## config.mk

```make
export PLATFORM = sky130hd
export DESIGN_NAME = fdsa_ctrl
export DESIGN_NICKNAME = d
export VERILOG_FILES = /design/src/rtl/core/fdsa_pkg.sv /design/src/rtl/core/fdsa_ctrl.sv
export SDC_FILE = /design/constraint.sdc
export NUM_CORES = 1
export LEC_CHECK = 0
export ABC_AREA = 1
export BUFFER_PORTS_ARGS = -buffer_cell sky130_fd_sc_hd__buf_2
export CELL_PAD_IN_SITES_DETAIL_PLACEMENT = 0
export CELL_PAD_IN_SITES_GLOBAL_PLACEMENT = 1
export CORE_MARGIN = 4
export CORE_UTILIZATION = 34
export DETAILED_ROUTE_END_ITERATION = 7
export PLACE_DENSITY = 0.88
export SYNTH_ARGS = -nofsm -noshare
export SYNTH_HDL_FRONTEND = slang
export SYNTH_SLANG_ARGS = --single-unit
```

## constraint.sdc

```tcl
create_clock -name i_clk -period 2.7 [get_ports i_clk]
set_input_delay 0.27 -clock i_clk [delete_from_list [all_inputs] [get_ports i_clk]]
set_output_delay 0.27 -clock i_clk [all_outputs]
set_load 0.02 [all_outputs]
```

## src/rtl/core/fdsa_pkg.sv

```systemverilog
// Package for the Forth data stack ALU: opcodes, status codes, FSM states,
// controller/datapath command and status structs. No dependencies.
package fdsa_pkg;
    localparam int STACK_DEPTH = 64;
    localparam int AW = $clog2(STACK_DEPTH);
    localparam int DW = $clog2(STACK_DEPTH + 1);

    localparam logic [3:0] OP_PUSH   = 4'd0;
    localparam logic [3:0] OP_ADD    = 4'd1;
    localparam logic [3:0] OP_SUB    = 4'd2;
    localparam logic [3:0] OP_MUL    = 4'd3;
    localparam logic [3:0] OP_DIV    = 4'd4;
    localparam logic [3:0] OP_DIVMOD = 4'd5;
    localparam logic [3:0] OP_SWAP   = 4'd6;
    localparam logic [3:0] OP_DUP    = 4'd7;
    localparam logic [3:0] OP_ROT    = 4'd8;
    localparam logic [3:0] OP_DROP   = 4'd9;
    localparam logic [3:0] OP_PRINT  = 4'd10;
    localparam logic [3:0] OP_EMIT   = 4'd11;

    localparam logic [1:0] ST_OK      = 2'd0;
    localparam logic [1:0] ST_UNDER   = 2'd1;
    localparam logic [1:0] ST_OVER    = 2'd2;
    localparam logic [1:0] ST_DIVZERO = 2'd3;

    typedef enum logic [3:0] {
        S_IDLE, S_RD_T, S_RD_S, S_RD_X, S_WAIT, S_EXEC,
        S_MUL, S_DIV, S_WR1, S_WR2, S_WR3, S_OUT
    } t_state;

    // read/write selectors relative to the current depth
    typedef enum logic [1:0] { SEL_D1, SEL_D2, SEL_D3, SEL_D0 } t_sel;

    typedef enum logic [2:0] {
        WV_LIT, WV_T, WV_S, WV_X, WV_ALU, WV_Q, WV_R
    } t_wval;

    typedef struct packed {
        logic  load;      // latch op and literal
        logic  rd_en;
        t_sel  rd_sel;
        logic  cap_t;
        logic  cap_s;
        logic  cap_x;
        logic  exec;      // register add/sub result
        logic  mul_go;
        logic  mul_step;
        logic  div_go;
        logic  wr_en;
        t_sel  wr_sel;
        t_wval wr_val;
        logic  set_depth;
        logic [DW-1:0] depth_val;
        logic  set_res;
        logic [1:0] status;
        logic  pv;
        logic  ev;
    } t_cmd;

    typedef struct packed {
        logic [3:0]    op;
        logic [DW-1:0] depth;
        logic          t_zero;
        logic          div_done;
    } t_stat;
endpackage

```

## src/rtl/core/fdsa_ctrl.sv

```systemverilog
// Controller FSM: sequences reads, ALU, writes and the result beat.
// Depends on fdsa_pkg.
module fdsa_ctrl (
    input  logic            i_clk,
    input  logic            i_rst_n,
    input  logic            i_valid,
    output logic            o_stall,
    output logic            o_valid,
    input  logic            i_stall,
    input  fdsa_pkg::t_stat i_stat,
    output fdsa_pkg::t_cmd  o_cmd
);
    import fdsa_pkg::*;
    t_state r_state, n_state;
    logic [1:0] w_need;
    logic [1:0] r_mcnt, n_mcnt;
    logic       r_ovalid, n_ovalid;
    logic [DW-1:0] d;

    assign d = i_stat.depth;

    always_ff @(posedge i_clk) begin
        if (!i_rst_n) begin
            r_state  <= S_IDLE;
            r_mcnt   <= '0;
            r_ovalid <= 1'b0;
        end else begin
            r_state  <= n_state;
            r_mcnt   <= n_mcnt;
            r_ovalid <= n_ovalid;
        end
    end

    always_comb begin
        case (i_stat.op)
            OP_ADD, OP_SUB, OP_MUL, OP_DIV, OP_DIVMOD, OP_SWAP: w_need = 2'd2;
            OP_ROT: w_need = 2'd3;
            OP_DUP, OP_DROP, OP_PRINT, OP_EMIT: w_need = 2'd1;
            default: w_need = 2'd0;
        endcase
    end

    always_comb begin
        n_state  = r_state;
        n_mcnt   = r_mcnt;
        n_ovalid = r_ovalid && i_stall;
        o_cmd    = '0;
        o_cmd.depth_val = d;
        o_cmd.wr_val    = WV_LIT;
        o_cmd.status    = ST_OK;
        o_stall  = 1'b1;
        case (r_state)
            S_IDLE: begin
                o_stall = 1'b0;
                if (i_valid) begin
                    o_cmd.load = 1'b1;
                    n_state    = S_RD_T;
                end
            end
            S_RD_T: begin
                if (d < DW'(w_need)) begin
                    o_cmd.set_depth = 1'b1;
                    o_cmd.depth_val = '0;
                    o_cmd.status    = ST_UNDER;
                    n_state         = S_OUT;
                    if (!r_ovalid || !i_stall) begin
                        o_cmd.set_res = 1'b1;
                        n_ovalid      = 1'b1;
                        n_state       = S_IDLE;
                    end
                end else begin
                    o_cmd.rd_en  = (d != '0);
                    o_cmd.rd_sel = SEL_D1;
                    n_state      = S_RD_S;
                end
            end
            S_RD_S: begin
                o_cmd.cap_t  = (d != '0);
                o_cmd.rd_en  = (d >= DW'(2));
                o_cmd.rd_sel = SEL_D2;
                n_state      = (i_stat.op == OP_ROT) ? S_RD_X : S_WAIT;
            end
            S_RD_X: begin
                o_cmd.cap_s  = 1'b1;
                o_cmd.rd_en  = 1'b1;
                o_cmd.rd_sel = SEL_D3;
                n_state      = S_WAIT;
            end
            S_WAIT: begin
                if (i_stat.op == OP_ROT) o_cmd.cap_x = 1'b1;
                else o_cmd.cap_s = (d >= DW'(2));
                n_state = S_EXEC;
            end
            S_EXEC: begin
                o_cmd.exec = 1'b1;
                n_state    = S_WR1;
                if (i_stat.op == OP_MUL) begin
                    o_cmd.mul_go = 1'b1;
                    n_mcnt       = 2'd0;
                    n_state      = S_MUL;
                end else if ((i_stat.op == OP_DIV || i_stat.op == OP_DIVMOD)
                             && !i_stat.t_zero) begin
                    o_cmd.div_go = 1'b1;
                    n_state      = S_DIV;
                end
            end
            S_MUL: begin
                o_cmd.mul_step = 1'b1;
                n_mcnt         = r_mcnt + 2'd1;
                if (r_mcnt == 2'd2) n_state = S_WR1;
            end
            S_DIV: if (i_stat.div_done) n_state = S_WR1;
            S_WR1: begin
                n_state = S_OUT;
                case (i_stat.op)
                    OP_PUSH, OP_DUP: if (d < DW'(STACK_DEPTH)) begin
                        o_cmd.wr_en  = 1'b1;
                        o_cmd.wr_sel = SEL_D0;
                        o_cmd.wr_val = (i_stat.op == OP_PUSH) ? WV_LIT : WV_T;
                    end
                    OP_ADD, OP_SUB, OP_MUL: begin
                        o_cmd.wr_en = 1'b1; o_cmd.wr_sel = SEL_D2; o_cmd.wr_val = WV_ALU;
                    end
                    OP_DIV: if (!i_stat.t_zero) begin
                        o_cmd.wr_en = 1'b1; o_cmd.wr_sel = SEL_D2; o_cmd.wr_val = WV_Q;
                    end
                    OP_DIVMOD: if (!i_stat.t_zero) begin
                        o_cmd.wr_en = 1'b1; o_cmd.wr_sel = SEL_D2; o_cmd.wr_val = WV_R;
                        n_state = S_WR2;
                    end
                    OP_SWAP, OP_ROT: begin
                        o_cmd.wr_en = 1'b1;
                        o_cmd.wr_sel = (i_stat.op == OP_ROT) ? SEL_D3 : SEL_D2;
                        o_cmd.wr_val = (i_stat.op == OP_ROT) ? WV_S : WV_T;
                        n_state = S_WR2;
                    end
                    default: ;
                endcase
            end
            S_WR2: begin
                o_cmd.wr_en = 1'b1;
                n_state     = S_OUT;
                case (i_stat.op)
                    OP_DIVMOD: begin o_cmd.wr_sel = SEL_D1; o_cmd.wr_val = WV_Q; end
                    OP_SWAP:   begin o_cmd.wr_sel = SEL_D1; o_cmd.wr_val = WV_S; end
                    default: begin
                        o_cmd.wr_sel = SEL_D2; o_cmd.wr_val = WV_T; n_state = S_WR3;
                    end
                endcase
            end
            S_WR3: begin
                o_cmd.wr_en  = 1'b1;
                o_cmd.wr_sel = SEL_D1;
                o_cmd.wr_val = WV_X;
                n_state      = S_OUT;
            end
            S_OUT: begin
                if (w_need == 2'd0 || d >= DW'(w_need) || r_state == S_OUT) begin
                    o_cmd.status = ST_OK;
                    case (i_stat.op)
                        OP_PUSH, OP_DUP: if (d >= DW'(STACK_DEPTH)) o_cmd.status = ST_OVER;
                                         else o_cmd.depth_val = d + DW'(1);
                        OP_ADD, OP_SUB, OP_MUL, OP_DROP: o_cmd.depth_val = d - DW'(1);
                        OP_DIV: if (i_stat.t_zero) o_cmd.status = ST_DIVZERO;
                                else o_cmd.depth_val = d - DW'(1);
                        OP_DIVMOD: if (i_stat.t_zero) o_cmd.status = ST_DIVZERO;
                        OP_PRINT: begin o_cmd.pv = 1'b1; o_cmd.depth_val = d - DW'(1); end
                        OP_EMIT:  begin o_cmd.ev = 1'b1; o_cmd.depth_val = d - DW'(1); end
                        default: ;
                    endcase
                    // underflow already zeroed depth: depth 0 below need
                    if (w_need != 2'd0 && d < DW'(w_need)) begin
                        o_cmd.status = ST_UNDER; o_cmd.pv = 1'b0; o_cmd.ev = 1'b0;
                        o_cmd.depth_val = '0;
                    end
                end
                if (!r_ovalid || !i_stall) begin
                    o_cmd.set_res   = 1'b1;
                    o_cmd.set_depth = 1'b1;
                    n_ovalid        = 1'b1;
                    n_state         = S_IDLE;
                end
            end
            default: n_state = S_IDLE;
        endcase
    end

    assign o_valid = r_ovalid;
endmodule

```

# ---- Word level (Yosys, flattened, before mapping)
# Memories as Yosys holds them, arrays and structs flattened.
# Index checks and enable logic that the tools add are counted.
dict set report op_classes {
  n_mux 59
  order_cmp 5
  addsub 3
  n_eq_ne 28
  reduce_logical 24
}
# cell n
set op_table {}
lappend op_table {{$pmux W4 S12} 1}
lappend op_table {{$mux W4} 10}
lappend op_table {{$eq A4 B3 Y1 const B} 8}
lappend op_table {{$eq A4 B4 Y1 const B} 8}
lappend op_table {{$pmux W6 S5} 1}
lappend op_table {{$mux W7} 4}
lappend op_table {{$pmux W11 S2} 1}
lappend op_table {{$pmux W7 S3} 1}
lappend op_table {{$mux W1} 19}
lappend op_table {{$mux W6} 3}
lappend op_table {{$pmux W6 S3} 1}
lappend op_table {{$eq A4 B2 Y1 const B} 4}
lappend op_table {{$mux W2} 8}
lappend op_table {{$pmux W2 S2} 3}
lappend op_table {{$mux W11} 1}
lappend op_table {{$ne A2 B2 Y1 const B} 5}
lappend op_table {{$pmux W3 S3} 1}
lappend op_table {{$eq A4 B1 Y1 const B} 2}
lappend op_table {{$logic_not A4 Y1} 2}
lappend op_table {{$pmux W4 S2} 1}
lappend op_table {{$reduce_or A2 Y1} 4}
lappend op_table {{$add A7 B1 Y7 const B} 1}
lappend op_table {{$ge A7 B2 Y1} 1}
lappend op_table {{$ge A7 B2 Y1 const B} 1}
lappend op_table {{other kinds (18)} 28}
dict set report word_totals {
  romBits 32
  memories 1
  input_bits 17
  register_bits 7
  output_inout_bits 32
}
# memory words word_bits rd rd_clocked_by_memory_dff wr line
set mem_list {}
lappend mem_list {{(name not given)} 16 2 1 0 0 fdsa_ctrl.sv:35} ;# case (i_stat.op)

# ---- Depth between registers and ports, before layout
dict set report logic_depth {
  ltp_word 6
  depth_mapped 14
}

# ---- Worst setup path after synthesis
# OpenSTA, ideal clock, no wires.
dict set report synth_path {
  path_kind {in2out}
  start {input port i_stat[9] (netlist bit)}
  end {output port o_cmd[0] (netlist bit)}
  arrival_ps 1985
  path_slack_ps 445
  stages 13
  cell_sequence {nor2_2 -> nand2_2 -> nand3_2 -> inv_1 -> ha_1 -> inv_1 -> o21ai_0 -> nor2_1 -> inv_1 -> nor2_2 -> nor2_4 -> inv_2 -> nor3_1}
}
# item line
set synth_rtl {}
lappend synth_rtl {{start: declaration} fdsa_ctrl.sv:10} ;# input fdsa_pkg::t_stat i_stat,
lappend synth_rtl {{end: declaration} fdsa_ctrl.sv:11} ;# output fdsa_pkg::t_cmd o_cmd

==> impl_metrics.py <==
metrics = {
    "status": {
        "run_status": "finished, final reports clean",
    },
    "synth": {
        "synth_nets": 290,
        "synth_area_per_cell_um2": 5.198,
        "yosysWarningCount": 0,
        "ys_ff_latch": 7,
        "ys_types": 25,
        "synthCells": 266,
        "ys_seq_area_share_pct": 10.14,
        "synth_area_um2": 1383,
    },
    "power_and_ir_drop": {
        "powerDensity_nw_per_um2": 491.2,
        "ir_drop_uv": 336.9,
        "p_leak_uw": 0.001044,
    },
    "clock_tree": {
        "cts_buffers": 3,
        "clock_latency_ns": 0.22,
        "cts-htree-levels": 1,
        "post_cts_resized": 0,
        "clk_pin_slew_ns": 0.04,
        "cts_sinks": 7,
        "cts_tree": "built",
        "cts_setup_buffers": 0,
        "ctsLongestPathBuffers": 2,
        "cts_hold_buffers": 0,
        "cts-root-buf": "clkbuf_8",
    },
    "placed_design": {
        "hpwlAfterDp_mm": 3.627,
        "placed_area_um2": 1683,
        "dp_cells": 362,
        "gp_congestion": 0.8810,
        "io_buffers": 48,
    },
    "hold_path": {
        "hold_depth": 3,
        "hp-class": "in2reg",
    },
    "grt": {
        "grt.overflow.total": 0,
        "antenna_found_initial": 0,
        "grt_use_total_pct": 16.24,
        "grt_pass1_wl_mm": 6.975,
        "grt_pass1_vias": 1569,
        "grt_max_degree": 10,
    },
    "setup_path": {
        "reg2reg_slack_ns": 1.15,
        "critPathLaunchType": "primary input",
        "crit_path_max_fanout": 8,
        "ff2ff_path_depth": 8,
        "worstSetupPathType": "in2out",
        "endpoint_kind": "output port",
        "worstPathArrival_ns": 2.20,
        "required_ns": 2.43,
    },
    "timing": {
        "rsz0062_at_grt": "false",
        "tns_ns": 0,
        "tightest_slew_ns": 0.3889,
        "final_hold_viol_count": 0,
        "relSlewSlack_pct": 73.80,
        "fmax_mhz": 405.3,
        "setup_violations": 0,
        "fin_crit_ns": 2.468,
        "post-route-period-util_pct": 91.39,
        "slew_viol_final": 0,
        "fin_skew_ns": 0.001723,
    },
    "final_layout": {
        "layout_commonest_cell": "nand2_1",
        "fin_util_pct": 45.49,
        "diodes": 0,
        "mostFrequentLayoutCells": "nand2_1, buf_2, inv_1, nor2_1, nand3_1",
        "fin_area_um2": 1728,
        "instances_no_fill": 366,
        "syn_to_final_growth_pct": 24.98,
        "drive_gt1_share_pct": 23.27,
        "nets": 343,
    },
    "detailed_routing": {
        "wl_mm": 4.230,
        "ant_nets": 0,
        "detail_route.vias_per_cell": 4.921,
        "drt_iter0_drc": 132,
        "vias": 1801,
        "first_pass_iters": 4,
        "wl_per_cell_um": 11.56,
        "drc": 0,
    },
    "die": {
        "core_area_um2": 3799,
        "die_h_um": 71.77,
        "dieArea_um2": 5151,
        "start_util_pct": 36.40,
        "rows": 22,
        "die_w_um": 71.77,
        "ioPinCount": 49,
    },
    "run": {
        "maxCapViolations": 0,
    },
}
==> registers in the layout (all words and copies together) (netlist names) <==
register,cells
r_state,4
r_mcnt,2
o_valid,1
==> worst paths after layout <==
check	from	end
hold / removal	i_rst_n	r_state[1]
hold reg to reg	r_mcnt[1]	r_mcnt[1]
setup reg to reg	r_state[2]	r_state[0]
setup / recovery	i_stat[12]	o_cmd[7]
==> layer usage <==
| metal | wire (um) | up-vias | global-route usage [%] | part of all wire (%) |
|---|---|---|---|---|
| met5 | 0 | - | 0 | 0 |
| met3 | 278 | 2 | 3.226 | 6.6 |
| met1 | 2086 | 774 | 23.73 | 49 |
| met2 | 1844 | 68 | 25.41 | 44 |
| li1 | - | 957 | - | - |
| met4 | 21 | 0 | 1.461 | 0.50 |
==> synth_stat cells <==
cell / instances / area share (%)
nand4_1: 4 / 1.8
dfxtp_1: 7 / 10
a22oi_1: 1 / 0.54
nand2_2: 6 / 2.7
nor2_1: 38 / 10
nand3_1: 36 / 13
o21ai_0: 10 / 3.6
inv_2: 3 / 0.81
o22ai_1: 1 / 0.45
or2_1: 1 / 0.45
nand3b_1: 1 / 0.54
a31oi_1: 1 / 0.45
a21oi_1: 13 / 4.7
nand2_4: 2 / 1.6
a211oi_1: 1 / 0.54
nor2_2: 6 / 2.7
nor3_1: 4 / 1.4
ha_1: 7 / 6.3
nand3_2: 2 / 1.4
nand2_1: 67 / 18
o211ai_1: 4 / 2.2
inv_1: 46 / 12
o31ai_1: 1 / 0.54
or2_2: 1 / 0.45
nor2_4: 3 / 2.4
==> kinds of logic (layout without fill, tap and decap cells) <==
kind of cell    count (synthesis)  count (layout)  share of synthesized area, %
flops                           7               7                         10.14
buf+inv                        49             101                         13.30
compound gates                 32              32                         13.03
fa+ha+maj                       7               7                         6.335
simple gates                  171             171                         57.20
==> critical path: stages <==
cell     delay, ns
buf_2         0.12
inv_1         0.07
nor2_1        0.16
nand2_2       0.14
nand3_2       0.11
inv_1         0.04
ha_1          0.26
inv_1         0.03
o21ai_0       0.14
nor2_1        0.10
inv_1         0.10
nor2_2        0.06
nor2_4        0.20
nand2_1       0.09
a21oi_1       0.13
buf_2         0.18
==> through the flow <==
stage                     power [uW]  setup slack (ns)  hold WS, ns
final                          848.8            0.2324       0.2833
after global routing           922.1           0.02673       0.2903
after CTS                      850.2            0.2450       0.2874
after detailed placement       702.2            0.2512       0.4626
after global placement         703.3            0.3108       0.4520
after floorplan                535.8            0.4454       0.3676
==> cell type report <==
cell class | instances | area [um2]
clock buffers | 4 | 45.04
fillers | 441 | 2071
flip-flops and latches | 7 | 140.1
inverters | 49 | 183.9
well taps | 48 | 60.06
multi-input cells | 210 | 1059
repair buffers | 48 | 240.2
==> where the power goes <==
| group | total [uW] | internal, uW | switching [uW] |
|---|---|---|---|
| Clock | 143 | 102 | 40.9 |
| Sequential | 153 | 127 | 25.7 |
| Combinational | 553 | 172 | 381 |
Note: power is estimated with default switching activity, not from simulation.
